`src/rtl/i2cm_pkg.sv`:
```
// ----------------------------------------------------------------------------
// i2cm_pkg
// Shared types and codes of the I2C master byte engine.
// ----------------------------------------------------------------------------
package i2cm_pkg;

  // op codes on the input port
  localparam logic [2:0] OP_TICK  = 3'd0;
  localparam logic [2:0] OP_START = 3'd1;
  localparam logic [2:0] OP_STOP  = 3'd2;
  localparam logic [2:0] OP_WRITE = 3'd3;
  localparam logic [2:0] OP_READ  = 3'd4;

  // configuration register indexes
  localparam logic [1:0] CFG_TICKS_PER_UNIT = 2'd0;
  localparam logic [1:0] CFG_ACK_TIMEOUT    = 2'd1;

  // configuration reset values
  localparam logic [7:0] TICKS_PER_UNIT_RST = 8'd1;
  localparam logic [7:0] ACK_TIMEOUT_RST    = 8'd250;

  // decoded command carried from the front to the sequencer
  typedef enum logic [2:0] {
    CMD_TICK,
    CMD_START,
    CMD_STOP,
    CMD_WRITE,
    CMD_READ
  } cmd_e;

  // bus sequencer phases
  typedef enum logic [3:0] {
    PH_IDLE,
    PH_ST_A,
    PH_ST_B,
    PH_SP_A,
    PH_SP_B,
    PH_SP_C,
    PH_WR_LO,
    PH_WR_DT,
    PH_WR_HI,
    PH_WA_LO,
    PH_WA_HI,
    PH_WA_PL,
    PH_RD_LO,
    PH_RD_HI,
    PH_AK_LO,
    PH_AK_HI
  } phase_e;

  // one input item
  typedef struct packed {
    logic [2:0] op;
    logic [7:0] tx_byte;
    logic       send_ack;
    logic       sda_in;
  } in_item_t;

  // one result item
  typedef struct packed {
    logic       scl;
    logic       sda_out;
    logic       sda_oe;
    logic       busy_res;
    logic       done_res;
    logic [7:0] rx_byte;
    logic       ack_error;
  } res_item_t;

  // classified tick queued for the sequencer
  typedef struct packed {
    cmd_e       cmd;
    logic [7:0] tx_byte;
    logic       send_ack;
    logic       sda_in;
  } tick_t;

  // configuration write
  typedef struct packed {
    logic       valid;
    logic [1:0] index;
    logic [7:0] data;
  } cfg_wr_t;

endpackage

```
`src/rtl/i2cm_front.sv`:
```
// ----------------------------------------------------------------------------
// i2cm_front
// Accepts ticks, decodes the op field and holds them in a two-entry queue.
// ----------------------------------------------------------------------------
module i2cm_front (
  input  logic                clk_i,
  input  logic                rst_ni,
  input  logic                push,
  output logic                full,
  input  i2cm_pkg::in_item_t  item_i,
  output logic                tick_valid_o,
  output i2cm_pkg::tick_t     tick_o,
  input  logic                tick_take_i
);
  import i2cm_pkg::*;

  tick_t      mem_q [2];
  logic       wr_ptr_q, wr_ptr_d;
  logic       rd_ptr_q, rd_ptr_d;
  logic [1:0] cnt_q, cnt_d;
  logic       wr_en, rd_en;
  tick_t      dec;

  // op decode, unused codes run as plain ticks
  always_comb begin
    dec.tx_byte  = item_i.tx_byte;
    dec.send_ack = item_i.send_ack;
    dec.sda_in   = item_i.sda_in;
    case (item_i.op)
      OP_START: dec.cmd = CMD_START;
      OP_STOP:  dec.cmd = CMD_STOP;
      OP_WRITE: dec.cmd = CMD_WRITE;
      OP_READ:  dec.cmd = CMD_READ;
      default:  dec.cmd = CMD_TICK;
    endcase
  end

  // queue control
  assign full         = (cnt_q == 2'd2);
  assign wr_en        = push && !full;
  assign tick_valid_o = (cnt_q != 2'd0);
  assign rd_en        = tick_take_i && tick_valid_o;
  assign tick_o       = mem_q[rd_ptr_q];

  always_comb begin
    wr_ptr_d = wr_en ? ~wr_ptr_q : wr_ptr_q;
    rd_ptr_d = rd_en ? ~rd_ptr_q : rd_ptr_q;
    cnt_d    = cnt_q + {1'b0, wr_en} - {1'b0, rd_en};
  end

  always_ff @(posedge clk_i or negedge rst_ni) begin
    if (!rst_ni) begin
      wr_ptr_q <= 1'b0;
      rd_ptr_q <= 1'b0;
      cnt_q    <= 2'd0;
    end else begin
      wr_ptr_q <= wr_ptr_d;
      rd_ptr_q <= rd_ptr_d;
      cnt_q    <= cnt_d;
    end
  end

  // storage
  always_ff @(posedge clk_i) begin
    if (wr_en) begin
      mem_q[wr_ptr_q] <= dec;
    end
  end

endmodule

```
`src/rtl/i2cm_seq.sv`:
```
// ----------------------------------------------------------------------------
// i2cm_seq
// Bus sequencer: advances the SCL/SDA phases by one tick per step.
// ----------------------------------------------------------------------------
module i2cm_seq (
  input  logic                clk_i,
  input  logic                rst_ni,
  input  i2cm_pkg::cfg_wr_t   cfg_i,
  input  logic                tick_valid_i,
  input  i2cm_pkg::tick_t     tick_i,
  output logic                tick_take_o,
  input  logic                res_room_i,
  output logic                res_push_o,
  output i2cm_pkg::res_item_t res_o
);
  import i2cm_pkg::*;

  logic [7:0] ticks_q, timeout_q;
  phase_e     phase_q, phase_d;
  logic [2:0] bit_q, bit_d;
  logic [7:0] shift_q, shift_d;
  logic [1:0] dly_q, dly_d;
  logic [7:0] presc_q, presc_d;
  logic [7:0] poll_q, poll_d;
  logic       scl_q, scl_d, sda_q, sda_d, oe_q, oe_d;
  logic       ack_flag_q, ack_flag_d;
  logic       ack_req_q, ack_req_d;
  logic [7:0] rx_q, rx_d;
  logic       stop_err_q, stop_err_d;
  logic       done;
  logic       step;
  logic [1:0] dly_dec;
  logic [8:0] poll_next;

  assign step        = tick_valid_i && res_room_i;
  assign tick_take_o = step;
  assign res_push_o  = step;
  assign dly_dec     = (dly_q != 2'd0) ? dly_q - 2'd1 : dly_q;
  assign poll_next   = {1'b0, poll_q} + 9'd1;

  // configuration registers
  always_ff @(posedge clk_i or negedge rst_ni) begin
    if (!rst_ni) begin
      ticks_q   <= TICKS_PER_UNIT_RST;
      timeout_q <= ACK_TIMEOUT_RST;
    end else if (cfg_i.valid) begin
      case (cfg_i.index)
        CFG_TICKS_PER_UNIT: ticks_q   <= cfg_i.data;
        CFG_ACK_TIMEOUT:    timeout_q <= cfg_i.data;
        default: ;
      endcase
    end
  end

  // next state for one tick
  always_comb begin
    phase_d    = phase_q;
    bit_d      = bit_q;
    shift_d    = shift_q;
    dly_d      = dly_q;
    presc_d    = presc_q;
    poll_d     = poll_q;
    scl_d      = scl_q;
    sda_d      = sda_q;
    oe_d       = oe_q;
    ack_flag_d = ack_flag_q;
    ack_req_d  = ack_req_q;
    rx_d       = rx_q;
    stop_err_d = stop_err_q;
    done       = 1'b0;

    if (phase_q == PH_IDLE) begin
      // command launch, first segment lines applied now
      case (tick_i.cmd)
        CMD_START: begin
          oe_d = 1'b1; sda_d = 1'b1; scl_d = 1'b1;
          phase_d = PH_ST_A; dly_d = 2'd2; presc_d = 8'd0;
        end
        CMD_STOP: begin
          oe_d = 1'b1; scl_d = 1'b0; sda_d = 1'b0; stop_err_d = 1'b0;
          phase_d = PH_SP_A; dly_d = 2'd2; presc_d = 8'd0;
        end
        CMD_WRITE: begin
          oe_d = 1'b1; scl_d = 1'b0; shift_d = tick_i.tx_byte; bit_d = 3'd0;
          phase_d = PH_WR_LO; dly_d = 2'd1; presc_d = 8'd0;
        end
        CMD_READ: begin
          oe_d = 1'b0; scl_d = 1'b0; shift_d = 8'd0; bit_d = 3'd0;
          ack_req_d = tick_i.send_ack;
          phase_d = PH_RD_LO; dly_d = 2'd2; presc_d = 8'd0;
        end
        default: ;
      endcase
    end else if (phase_q == PH_WA_PL) begin
      // ack polling, one sample per tick
      if (!tick_i.sda_in) begin
        scl_d = 1'b0; ack_flag_d = 1'b0;
        phase_d = PH_IDLE; done = 1'b1;
      end else if (poll_next > {1'b0, timeout_q}) begin
        oe_d = 1'b1; scl_d = 1'b0; sda_d = 1'b0; stop_err_d = 1'b1;
        phase_d = PH_SP_A; dly_d = 2'd2; presc_d = 8'd0;
      end else begin
        poll_d = poll_next[7:0];
      end
    end else if ({1'b0, presc_q} + 9'd1 >= {1'b0, ticks_q}) begin
      // end of a delay unit
      presc_d = 8'd0;
      dly_d   = dly_dec;
      if (dly_dec == 2'd0) begin
        case (phase_q)
          PH_ST_A: begin sda_d = 1'b0; phase_d = PH_ST_B; dly_d = 2'd2; end
          PH_ST_B: begin scl_d = 1'b0; phase_d = PH_IDLE; done = 1'b1; end
          PH_SP_A: begin scl_d = 1'b1; phase_d = PH_SP_B; dly_d = 2'd1; end
          PH_SP_B: begin sda_d = 1'b1; phase_d = PH_SP_C; dly_d = 2'd2; end
          PH_SP_C: begin
            if (stop_err_q) ack_flag_d = 1'b1;
            stop_err_d = 1'b0;
            phase_d = PH_IDLE; done = 1'b1;
          end
          PH_WR_LO: begin
            sda_d = shift_q[7];
            shift_d = {shift_q[6:0], 1'b0};
            phase_d = PH_WR_DT; dly_d = 2'd1;
          end
          PH_WR_DT: begin scl_d = 1'b1; phase_d = PH_WR_HI; dly_d = 2'd2; end
          PH_WR_HI: begin
            scl_d = 1'b0;
            if (bit_q != 3'd7) begin
              bit_d = bit_q + 3'd1; phase_d = PH_WR_LO; dly_d = 2'd1;
            end else begin
              oe_d = 1'b0; phase_d = PH_WA_LO; dly_d = 2'd1;
            end
          end
          PH_WA_LO: begin scl_d = 1'b1; phase_d = PH_WA_HI; dly_d = 2'd1; end
          PH_WA_HI: begin poll_d = 8'd0; phase_d = PH_WA_PL; end
          PH_RD_LO: begin scl_d = 1'b1; phase_d = PH_RD_HI; dly_d = 2'd2; end
          PH_RD_HI: begin
            shift_d = {shift_q[6:0], tick_i.sda_in};
            scl_d = 1'b0;
            if (bit_q != 3'd7) begin
              bit_d = bit_q + 3'd1; phase_d = PH_RD_LO; dly_d = 2'd2;
            end else begin
              oe_d = 1'b1; sda_d = ~ack_req_q; phase_d = PH_AK_LO; dly_d = 2'd2;
            end
          end
          PH_AK_LO: begin scl_d = 1'b1; phase_d = PH_AK_HI; dly_d = 2'd2; end
          PH_AK_HI: begin
            scl_d = 1'b0; rx_d = shift_q;
            phase_d = PH_IDLE; done = 1'b1;
          end
          default: phase_d = PH_IDLE;
        endcase
      end
    end else begin
      presc_d = presc_q + 8'd1;
    end
  end

  // result of this tick
  always_comb begin
    res_o.scl       = scl_d;
    res_o.sda_out   = sda_d;
    res_o.sda_oe    = oe_d;
    res_o.busy_res  = (phase_d != PH_IDLE);
    res_o.done_res  = done;
    res_o.rx_byte   = rx_d;
    res_o.ack_error = ack_flag_d;
  end

  // sequencer state
  always_ff @(posedge clk_i or negedge rst_ni) begin
    if (!rst_ni) begin
      phase_q    <= PH_IDLE;
      bit_q      <= 3'd0;
      shift_q    <= 8'd0;
      dly_q      <= 2'd0;
      presc_q    <= 8'd0;
      poll_q     <= 8'd0;
      scl_q      <= 1'b1;
      sda_q      <= 1'b1;
      oe_q       <= 1'b1;
      ack_flag_q <= 1'b0;
      ack_req_q  <= 1'b0;
      rx_q       <= 8'd0;
      stop_err_q <= 1'b0;
    end else if (step) begin
      phase_q    <= phase_d;
      bit_q      <= bit_d;
      shift_q    <= shift_d;
      dly_q      <= dly_d;
      presc_q    <= presc_d;
      poll_q     <= poll_d;
      scl_q      <= scl_d;
      sda_q      <= sda_d;
      oe_q       <= oe_d;
      ack_flag_q <= ack_flag_d;
      ack_req_q  <= ack_req_d;
      rx_q       <= rx_d;
      stop_err_q <= stop_err_d;
    end
  end

endmodule

```
`src/rtl/i2cm_resq.sv`:
```
// ----------------------------------------------------------------------------
// i2cm_resq
// Two-entry result queue between the sequencer and the result port.
// ----------------------------------------------------------------------------
module i2cm_resq (
  input  logic                clk_i,
  input  logic                rst_ni,
  input  logic                push_i,
  input  i2cm_pkg::res_item_t res_i,
  output logic                room_o,
  output logic                empty,
  input  logic                pop,
  output i2cm_pkg::res_item_t res_o
);
  import i2cm_pkg::*;

  res_item_t  mem_q [2];
  logic       wr_ptr_q, rd_ptr_q;
  logic [1:0] cnt_q, cnt_d;
  logic       wr_en, rd_en;

  // a full queue still takes a result in the cycle one leaves
  assign empty  = (cnt_q == 2'd0);
  assign rd_en  = pop && !empty;
  assign room_o = (cnt_q != 2'd2) || rd_en;
  assign wr_en  = push_i && room_o;
  assign res_o  = mem_q[rd_ptr_q];
  assign cnt_d  = cnt_q + {1'b0, wr_en} - {1'b0, rd_en};

  always_ff @(posedge clk_i or negedge rst_ni) begin
    if (!rst_ni) begin
      wr_ptr_q <= 1'b0;
      rd_ptr_q <= 1'b0;
      cnt_q    <= 2'd0;
    end else begin
      if (wr_en) wr_ptr_q <= ~wr_ptr_q;
      if (rd_en) rd_ptr_q <= ~rd_ptr_q;
      cnt_q <= cnt_d;
    end
  end

  // storage
  always_ff @(posedge clk_i) begin
    if (wr_en) begin
      mem_q[wr_ptr_q] <= res_i;
    end
  end

endmodule

```
`src/rtl/i2c_master_byte_engine.sv`:
```
// ----------------------------------------------------------------------------
// i2c_master_byte_engine
// I2C master bus sequencer driven by one timing tick per input item.
// ----------------------------------------------------------------------------
// Each pushed item is one bus tick; it yields exactly one result holding the
// SCL/SDA drive and status after that tick. The engine takes one tick per
// clock and delivers one result per clock while the result side keeps
// popping: the sequencer step is a registered update of the phase state,
// and a pushed tick is registered in the input queue and then in the result
// queue before it shows up on the result ports. Both queues hold two entries,
// so either side may stall without losing ticks. Commands (start, stop,
// write, read) are honored only on ticks where the sequencer is idle.
// Configuration writes are always ready and take effect on the next tick;
// index 0 is ticks per delay unit, index 1 the ACK poll timeout.
module i2c_master_byte_engine (
  input  logic                clk_i,
  input  logic                rst_ni,
  input  logic                push,
  output logic                full,
  input  i2cm_pkg::in_item_t  in_item_i,
  output logic                empty,
  input  logic                pop,
  output i2cm_pkg::res_item_t res_item_o,
  input  logic                cfg_valid_i,
  output logic                cfg_ready_o,
  input  logic [1:0]          cfg_index_i,
  input  logic [7:0]          cfg_data_i
);
  import i2cm_pkg::*;

  logic      tick_valid, tick_take, res_room, res_push;
  tick_t     tick;
  res_item_t res_new;
  cfg_wr_t   cfg_wr;

  // configuration channel
  assign cfg_ready_o  = 1'b1;
  assign cfg_wr.valid = cfg_valid_i;
  assign cfg_wr.index = cfg_index_i;
  assign cfg_wr.data  = cfg_data_i;

  // front: accept and decode
  i2cm_front u_front (
    .clk_i        (clk_i),
    .rst_ni       (rst_ni),
    .push         (push),
    .full         (full),
    .item_i       (in_item_i),
    .tick_valid_o (tick_valid),
    .tick_o       (tick),
    .tick_take_i  (tick_take)
  );

  // back: bus sequencer
  i2cm_seq u_seq (
    .clk_i        (clk_i),
    .rst_ni       (rst_ni),
    .cfg_i        (cfg_wr),
    .tick_valid_i (tick_valid),
    .tick_i       (tick),
    .tick_take_o  (tick_take),
    .res_room_i   (res_room),
    .res_push_o   (res_push),
    .res_o        (res_new)
  );

  // result queue
  i2cm_resq u_resq (
    .clk_i  (clk_i),
    .rst_ni (rst_ni),
    .push_i (res_push),
    .res_i  (res_new),
    .room_o (res_room),
    .empty  (empty),
    .pop    (pop),
    .res_o  (res_item_o)
  );

endmodule

```
`config.mk`:
```
export PLATFORM = sky130hd
export DESIGN_NAME = i2c_master_byte_engine
export DESIGN_NICKNAME = d
export VERILOG_FILES = /design/src/rtl/i2cm_pkg.sv /design/src/rtl/i2cm_front.sv /design/src/rtl/i2cm_seq.sv /design/src/rtl/i2cm_resq.sv /design/src/rtl/i2c_master_byte_engine.sv
export SDC_FILE = /design/constraint.sdc
export NUM_CORES = 1
export LEC_CHECK = 0
export BUFFER_PORTS_ARGS = -buffer_cell sky130_fd_sc_hd__buf_2
export CAP_MARGIN = 10
export CELL_PAD_IN_SITES_DETAIL_PLACEMENT = 2
export CELL_PAD_IN_SITES_GLOBAL_PLACEMENT = 2
export CORE_UTILIZATION = 30
export DETAILED_ROUTE_END_ITERATION = 12
export HOLD_SLACK_MARGIN = 0.15
export PLACE_DENSITY = 0.64
export SLEW_MARGIN = 5
export SYNTH_ARGS = -nofsm -noshare
export SYNTH_HDL_FRONTEND = slang
export SYNTH_SLANG_ARGS = --single-unit
```
`constraint.sdc`:
```
create_clock -name clk_i -period 4 [get_ports clk_i]
set_input_delay 0.2 -clock clk_i [delete_from_list [all_inputs] [get_ports clk_i]]
set_output_delay 0.2 -clock clk_i [all_outputs]
set_load 0.02 [all_outputs]
```
==> metrics.txt, run 1 <==
status=finished clean; ant diodes=0; worst skew pair latency=0.43 ns; chip height=152 um; Fin. Hold Viols=0; Comb pwr share=0.408; Design Power=6.17 mW; Worst setup SP type=register; CTS root buffer=clkbuf_16; antenna violations before repair=0; arrival time at the worst endpoint=3.89 ns; post-synth top area share=0.239; Finished Core Util=0.371; residual DRC count=0; main area contributors after synthesis=edfxtp_1 24%, dfrtp_1 22%, mux2_2 6.8%; DR WL/cell=20.2 um; ANT nets after route=0; TritonCTS clock tree=yes; Clk pin slew, worst setup/hold paths=0.06 ns; placed cell area=7360 um^2; Seq cells post-synth=125; DR vias=5108; hpwl dp=14000 um; Multi-input gate area=3150 um^2; Nets=731; Overflow after GRT=0; clock power share=0.246; GRT Overall Usage=0.182; 1st-pass router iterations=6; final count of negative-setup-slack endpoints=0; Int Pwr=3.73 mW; clock skew=0.0146 ns; Hold Crit Class=in -> reg; Mapped Area=6790 um^2; first-pass GRT wire length=32700 um; Starting Density=0.308; Via-to-Cell Ratio=5.26; setup TNS=0 ns; Synthesis Warnings=0; worst vdd ir=0.000342 V; Final Max Tran Viols=0; number of max-cap violations=0; Critical Path RT=4.15 ns; GP Congestion=0.761; final wirelength=19600 um; ys async rst share=0.568; Max Clock Freq=0.267 GHz; largest net degree at the start of global routing=43; Post-synth EDFFs=54; CTS sink cnt=125; Reg power frac=0.346; leading area contributor after synthesis=edfxtp_1; RSZ-0062 raised after global routing=false; r2r setup slk=0.26 ns; Tightest Pin Transition=0.916 ns; Setup Crit Path Kind=reg -> reg; critical path peak fanout=12; Area Growth Syn to Fin=20.4%; Finished Cell Area=8180 um^2; FILL cells=2322; Port Buffer Count=43; FF/Latch Area=3410 um^2; final hold slack=0.184 ns; layout cells sized above 1=0.241; Sw Ratio=0.395; leading cell types in the layout, fill and taps excluded=61 x dfrtp_1, 54 x edfxtp_1, 51 x nand2_1, 43 x buf_2, 41 x mux2_2; Crit. End Element=register; # IOs=45; Die ar.=23300 um^2; TritonCTS Buffers=17; CTS max path bufs=2; leakage=3.43 nW; Mapped Avg Cell Area=11.2 um^2; vias in the first global route=5803; Mapped Nets=659; Post-CTS Setup Inserts=0; cell row count=54; Core ar.=22000 um^2; Most used DFF post-synth=dfrtp_1; commonest non-fill, non-tap cell in the layout=dfrtp_1; NetSw=2.44 mW; ratio of final minimum period to clock period=0.935; Final Critical Period=3.74 ns; Seq/Total Area, Yosys=0.502; DRT iter0 DRCs=208; synthesized instance count=607; H-tree level count=4; Die Wd=152 um; Unique masters post-synth=78; Max-slew headroom=0.389; cell area power density=754 nW/um^2
[power groups by stage]
stage	combinational (mW)	clock, mW	sequential (mW)
finish	2.52	1.52	2.13
global route	2.78	1.60	2.20
CTS	2.55	1.56	2.15
floorplan	1.85	0	1.96
detailed placement	2.51	0	2.16
global placement	2.38	0	2.13
[path summary, 6_finish.rpt]
path                       depth (start not counted)              from                   end
min reg2reg                                        1  u_seq.stop_err_q      u_seq.stop_err_q
max reg2reg                                       11   u_seq.poll_q[2]   u_resq.mem_q[1][11]
max in group asynchronous                          3            rst_ni      u_front.rd_ptr_q
max                                               11   u_seq.poll_q[2]   u_resq.mem_q[1][11]
min                                                2     in_item_i[11]  u_front.mem_q[1][11]
min in group asynchronous                          2            rst_ni    u_seq.timeout_q[2]
[registers in the layout (all words and copies together) (netlist names), 2 cells and up]
signal	count
u_seq.dly_q	2
u_seq.phase_q	4
u_seq.rx_q	8
u_front.cnt_q	2
u_resq.cnt_q	2
u_front.mem_q	26
u_seq.shift_q	8
u_resq.mem_q	28
u_seq.poll_q	8
u_seq.timeout_q	8
u_seq.bit_q	3
u_seq.presc_q	8
u_seq.ticks_q	8
[cell type report]
cell class,count,area share
clock buffers,18,0.0525
clock inverters,14,0.0176
inverters,28,0.0128
flip-flops and latches,125,0.417
repair buffers,85,0.0723
well taps,280,0.0428
multi-input cells,422,0.385
[cells in the mapped netlist (all sizes together), types with 3 or more instances]
master	count
a32o	4
nor2b	10
a21oi	24
and2	6
o22ai	3
clkbuf	27
edfxtp	54
or3	5
a21boi	5
nand2b	3
nor3	11
nor4	3
and3	7
o211ai	5
nand3	15
a22o	6
a31oi	5
nor3b	6
a41o	3
o21ai	41
ha	24
xnor2	21
mux2i	14
a21o	3
mux2	55
nand4	11
dfrtp	61
buf	5
inv	28
a221o	3
nand3b	4
xor2	5
nor2	27
nand2	51
dfstp	10
o221ai	4
[stage by stage]
| stage | instances | setup slack, ns |
|---|---|---|
| after floorplan | 607 | 0.864 |
| after global placement | 916 | 0.414 |
| after detailed placement | 916 | 0.230 |
| after CTS | 971 | 0.197 |
| after global routing | 972 | 0.0524 |
| final | 972 | 0.261 |
[worst max-delay path, cell delays in order, from the launching register on]
cell and delay, ns:
dfrtp_1 0.45, and2_1 0.20, nand4_1 0.22, nor2_1 0.22
xor2_1 0.11, ha_1 0.31, nand3_1 0.12, a211oi_1 0.43
or3_1 0.29, a31o_2 0.42, o221ai_1 0.22, a21oi_1 0.48
[kinds of logic after synthesis]
kind of cell,share of synthesized area
adder cells (fa/ha/maj),0.0442
flip-flops,0.502
AND/OR/NAND/NOR,0.128
XOR/XNOR,0.0335
multiplexers,0.116
AO/OA/AOI/OAI,0.140
buffers and inverters,0.0352
other,0.000552
[layer usage]
layer  wire length [um]  up-vias  share of wire  global-route usage
met5                  0        -              0                   0
met3                463       18          0.024              0.0313
li1                   -     2392              -                   -
met2               9960       67           0.51               0.316
met1               8930     2631           0.46               0.230
met4                253        0          0.013              0.0563
[what timing repair did]
item,CTS,global route
resized for setup,0,2
hold endpoints to repair,65,0
hold buffers,23,0
endpoints found under the setup margin,0,16
Power figures use the tool's default switching activity.
==> inputs of run 2 (changes only) <==
==> constraint.sdc (replaced) <==
create_clock -name clk_i -period 4 [get_ports clk_i]
set_input_delay 0.8 -clock clk_i [delete_from_list [all_inputs] [get_ports clk_i]]
set_output_delay 0.8 -clock clk_i [all_outputs]
set_load 0.02 [all_outputs]
==> run 2 against run 1 <==
Largest cell class unchanged. Sequential share of layout area increased by 1.1 points. Critical path type unchanged. Final cell count decreased by 2.6%. Critical path depth unchanged. Flip-flop and latch count unchanged. Worst hold slack improved by 0.31 ns. Die area unchanged. Combinational power decreased by 3%.
==> metrics.txt, run 2 (synthesized netlist as in run 1, its figures left out) <==
status=finished clean; TritonCTS clock tree=yes; CTS root buffer=clkbuf_16; ANT nets after route=0 (unchanged); leakage=3.35 nW (-2.4%); GP Congestion=0.765 (+0.54%); ratio of final minimum period to clock period=0.929 (-0.00609); R2R depth=11 (unchanged); Area Growth Syn to Fin=17.2%; residual DRC count=0 (unchanged); DR WL/cell=20.0 um (-0.65%); layout cells sized above 1=0.247 (+0.00605); Min-Delay Endpoint=u_seq.stop_err_q; Tightest Pin Transition=1.13 ns (+0.212 ns); cell family with most CP delay=compound AO/OA/AOI/OAI gates; antenna violations before repair=0 (unchanged); Core ar.=22000 um^2 (unchanged); leading cell types in the layout, fill and taps excluded=61 x dfrtp_1, 54 x edfxtp_1, 51 x nand2_1, 43 x buf_2, 41 x mux2_2; Die ar.=23300 um^2 (unchanged); number of max-cap violations=0 (unchanged); Critical Path RT=4.31 ns (+0.16 ns); ant diodes=0 (unchanged); DRT iter0 DRCs=234 (+13%); worst vdd ir=0.000357 V (+4.2%); final count of negative-setup-slack endpoints=0 (unchanged); worst skew pair latency=0.43 ns (about the same); final hold slack=0.490 ns (+0.306 ns); CTS max path bufs=2 (unchanged); Final Critical Period=3.71 ns (-0.0244 ns); Slowest-stage cell, CP=or4_1; WP buf/inv=0 (unchanged); Max Clock Freq=0.269 GHz (+0.66%); Fin. Hold Viols=0 (unchanged); DR vias=5022 (-1.7%); CP Cell Sequence=and2_1 -> nand4_1 -> nor2_1 -> xor2_1 -> ha_1 -> nand3_1 -> o221ai_1 -> or4_1 -> a211oi_2 -> o21ai_1 -> a221o_1; Worst setup SP type=register; Hold Crit Class=reg -> reg; vias in the first global route=5688 (-2.0%); hold path depth=1 (-1); cell row count=54 (unchanged); critical path's largest stage delay=0.48 ns (about the same); chip height=152 um (unchanged); hpwl dp=13800 um (-1.6%); 1st-pass router iterations=6 (unchanged); RR Startpoint=u_seq.poll_q[2]; pre-CTS setup slack=0.240 ns (+0.0100 ns); largest net degree at the start of global routing=72 (+67%); dpl cells=915 (-0.11%); Starting Density=0.308 (unchanged); Largest register FFs=28 (unchanged); CTS sink cnt=125 (unchanged); Largest Register=u_resq.mem_q; TritonCTS Buffers=17 (unchanged); Worst Hold Launch=u_seq.stop_err_q; Design Power=6.20 mW (+0.47%); final wirelength=19000 um (-3.2%); cell area power density=778 nW/um^2 (+3.2%); Nets=706 (-3.4%); commonest non-fill, non-tap cell in the layout=dfrtp_1; top flop regs=u_resq.mem_q: 28 flops, u_front.mem_q: 26 flops; FILL cells=2323 (+0.043%); first-pass GRT wire length=31200 um (-4.7%); Clk pin slew, worst setup/hold paths=0.06 ns (about the same); Setup Crit Path Kind=reg -> reg; Max-slew headroom=0.245 (-0.144); clock skew=0.00954 ns (-0.00506 ns); arrival time at the worst endpoint=4.02 ns (+0.13 ns); RR Endpoint=u_seq.poll_q[2]; H-tree level count=4 (unchanged); # IOs=45 (unchanged); critical path peak fanout=8 (-4); Non-Filler Instances=947 (-2.6%); Crit. End Element=register; Via-to-Cell Ratio=5.30 (+0.91%); GRT Overall Usage=0.173 (-0.00909); Die Wd=152 um (unchanged); r2r setup slk=0.29 ns (+0.02 ns); final setup margin=0.285 ns (+0.0244 ns); Overflow after GRT=0 (unchanged); Port Buffer Count=43 (unchanged); Final Max Tran Viols=0 (unchanged)
run 2: how the worst max path moves through the flow:
stage,endpoint,from,depth (start not counted),slack (ns)
after floorplan,u_resq.mem_q[0][2],u_seq.presc_q[2],11,0.86
after global placement,u_resq.mem_q[0][10],u_seq.presc_q[2],11,0.38
after detailed placement,u_resq.mem_q[0][10],u_seq.presc_q[2],11,0.24
after CTS,u_resq.mem_q[1][10],u_seq.presc_q[2],11,0.20
after global routing,u_seq.poll_q[2],u_seq.poll_q[2],11,-0.01
final,u_seq.poll_q[2],u_seq.poll_q[2],11,0.29
run 2: timing repair:
item,4_1_cts,5_1_grt
setup endpoints to repair,0,7
setup buffers,0,0
resized for setup,0,2
hold buffers,0,0
run 2: area by class of cell:
class / instances / area (um^2) / area share
flip-flops and latches: 125 / 3410 / 0.428
multi-input cells: 422 / 3150 / 0.396
clock inverters: 10 / 98.8 / 0.0124
well taps: 280 / 350 / 0.0440
repair buffers: 60 / 343 / 0.0430
inverters: 28 / 105 / 0.0132
clock buffers: 22 / 507 / 0.0636
run 2: metrics by stage:
step	instance area [um^2]	utilization	TNS, ns
CTS	7960	0.361	0
global route	7970	0.362	-0.0239
detailed placement	7350	0.334	0
floorplan	6790	-	0
global placement	7350	0.334	0
finish	7970	0.362	0
run 2: power by group:
group / switching [mW] / total [mW] / internal, mW / leakage (nW)
Sequential: 0.364 / 2.16 / 1.80 / 1.40
Clock: 0.618 / 1.59 / 0.968 / 0.294
Combinational: 1.46 / 2.45 / 0.994 / 1.65
Total: 2.44 / 6.20 / 3.76 / 3.35
run 2: metal layers:
metal	track usage	wire length [um]	vias up
met3	0.0319	545	22
met1	0.221	8720	2587
li1	-	-	2347
met2	0.293	9390	66
met5	0	0	-
met4	0.0606	315	0
==> inputs of run 3 (changes only) <==
--- a/config.mk
+++ b/config.mk
@@ -13,6 +13,9 @@
 export DETAILED_ROUTE_END_ITERATION = 12
 export HOLD_SLACK_MARGIN = 0.15
 export PLACE_DENSITY = 0.64
+export RECOVER_POWER = 50
+export SETUP_SLACK_MARGIN = 0.2
+export SKIP_CTS_REPAIR_TIMING = 1
 export SLEW_MARGIN = 5
 export SYNTH_ARGS = -nofsm -noshare
 export SYNTH_HDL_FRONTEND = slang
==> run 3 against run 2 <==
The flow now finishes with violations (capacitance limit, slew limit). Non-clock buffer count rose by 1. Highest routed layer unchanged. Critical path type unchanged. Register-to-register slack improved by 0.17 ns. Final area rose by 0.24%. Count of clock-buffer cells in the layout did not move. Sequential share of layout area fell by 0.10 points.
==> metrics.txt, run 3 (synthesized netlist as in run 1, its figures left out) <==
ANT nets after route=0 (unchanged); Crit. End Element=register; hpwl dp=13800 um (unchanged); CP Cell Sequence=and2_1 -> nand4_1 -> nor2_1 -> xor2_1 -> ha_1 -> nand3_1 -> o221ai_1 -> or4_1 -> a211oi_4 -> o21ai_2 -> a221o_1; critical path's largest stage delay=0.51 ns (+0.03 ns); Critical Path RT=4.31 ns (about the same); r2r setup slk=0.45 ns (+0.17 ns); Setup Crit Path Kind=reg -> reg; top flop regs=u_resq.mem_q: 28 flops, u_front.mem_q: 26 flops; ratio of final minimum period to clock period=0.887 (-0.0421); cell family with most CP delay=simple AND/OR/NAND/NOR gates; Tightest Pin Transition=1.91 ns (+0.786 ns); final hold slack=0.494 ns (+0.00390 ns); leakage=3.33 nW (-0.46%); Hold Crit Class=reg -> reg; Area Growth Syn to Fin=17.5%; critical path peak fanout=8 (unchanged); layout cells sized above 1=0.240 (-0.00786); GP Congestion=0.765 (unchanged); vias in the first global route=5688 (unchanged); Die Wd=152 um (unchanged); Die ar.=23300 um^2 (unchanged); Nets=707 (+0.14%); Port Buffer Count=43 (unchanged); first-pass GRT wire length=31200 um (unchanged); # IOs=45 (unchanged); placed cell area=7350 um^2 (unchanged); dpl cells=915 (unchanged); hold path depth=1 (unchanged); Max Clock Freq=0.282 GHz (+4.7%); DRT iter0 DRCs=231 (-1.3%); DR top layer=met4; antenna violations before repair=0 (unchanged); R2R depth=11 (unchanged); Core ar.=22000 um^2 (unchanged); Largest Register=u_resq.mem_q; GRT Overall Usage=0.173 (unchanged); Finished Core Util=0.362 (+0.000852); Largest register FFs=28 (unchanged); met1 WL=8790 um (+0.80%); Final Critical Period=3.55 ns (-0.168 ns); ant diodes=0 (unchanged); worst vdd ir=0.000365 V (+2.3%); commonest non-fill, non-tap cell in the layout=dfrtp_1; Starting Density=0.308 (unchanged); Finished Cell Area=7980 um^2 (+0.24%); metal2 WL=9480 um (+0.95%); cell area power density=778 nW/um^2 (about the same); chip height=152 um (unchanged); DR vias=5025 (+0.060%); Non-Filler Instances=948 (+0.11%); pre-CTS setup slack=0.240 ns (unchanged); Via-to-Cell Ratio=5.30 (about the same); leading cell types in the layout, fill and taps excluded=61 x dfrtp_1, 54 x edfxtp_1, 51 x nand2_1, 41 x mux2_2, 36 x buf_2; RSZ-0062 raised after global routing=false; Final Max Tran Viols=72 (+72); Design Power=6.21 mW (+0.24%); Clk pin slew, worst setup/hold paths=0.06 ns (about the same); number of max-cap violations=1 (+1); Max-slew headroom=-0.276 (-0.521); residual DRC count=0 (unchanged); Overflow after GRT=0 (unchanged); arrival time at the worst endpoint=3.85 ns (-0.17 ns); setup TNS=0 ns (unchanged); 1st-pass router iterations=6 (unchanged); largest net degree at the start of global routing=72 (unchanged); TritonCTS clock tree=yes; H-tree level count=4 (unchanged); clock skew=0.00964 ns (+0.0000921 ns); cell row count=54 (unchanged); Crit. path cell count=11 (unchanged); failing checks=capacitance limit, slew limit; Fin. Hold Viols=0 (unchanged); status=complete, but fails checks; final count of negative-setup-slack endpoints=0 (unchanged); final wirelength=19100 um (+0.44%); CTS sink cnt=125 (unchanged); CTS root buffer=clkbuf_16; Slowest-stage cell, CP=or4_1; CTS max path bufs=2 (unchanged); DR WL/cell=20.1 um (+0.33%); TritonCTS Buffers=17 (unchanged); WP buf/inv=0 (unchanged); met3 routed WL=504 um (-7.5%); Worst setup SP type=register; worst skew pair latency=0.43 ns (about the same); final setup margin=0.453 ns (+0.168 ns)
==> run 3: cell type report <==
class                           count  area (um^2)
Tap cell                          280          350
Clock inverter                     10         98.8
Sequential cell                   125         3410
Multi-Input combinational cell    422         3170
Inverter                           28          105
Clock buffer                       22          507
Fill cell                        2326        14000
Timing Repair Buffer               61          344
==> run 3: worst register-to-register path: stages, from the launching register on <==
cell and delay, ns:
dfrtp_1 0.47, and2_1 0.22, nand4_1 0.22, nor2_1 0.19, xor2_1 0.22, ha_1 0.28, nand3_1 0.15, o221ai_1 0.24
or4_1 0.51, a211oi_4 0.35, o21ai_2 0.19, a221o_1 0.39
==> run 3: metal layers <==
metal,track usage,vias to the layer above
li1,-,2348
met1,0.221,2587
met2,0.293,69
met3,0.0319,21
met4,0.0606,0
met5,0,-
==> run 3: path summary, 6_finish.rpt <==
path / startpoint / to
setup / recovery: u_seq.poll_q[2] / u_seq.poll_q[2]
hold / removal: u_seq.stop_err_q / u_seq.stop_err_q
setup reg to reg: u_seq.poll_q[2] / u_seq.poll_q[2]
hold reg to reg: u_seq.stop_err_q / u_seq.stop_err_q
max in group asynchronous: rst_ni / u_seq.shift_q[0]
min in group asynchronous: rst_ni / u_seq.timeout_q[2]
==> run 3: power by group <==
group / internal, mW / switching (mW) / leakage (nW)
sequential: 1.80 / 0.365 / 1.40
combinational: 0.995 / 1.47 / 1.64
clock: 0.968 / 0.620 / 0.294
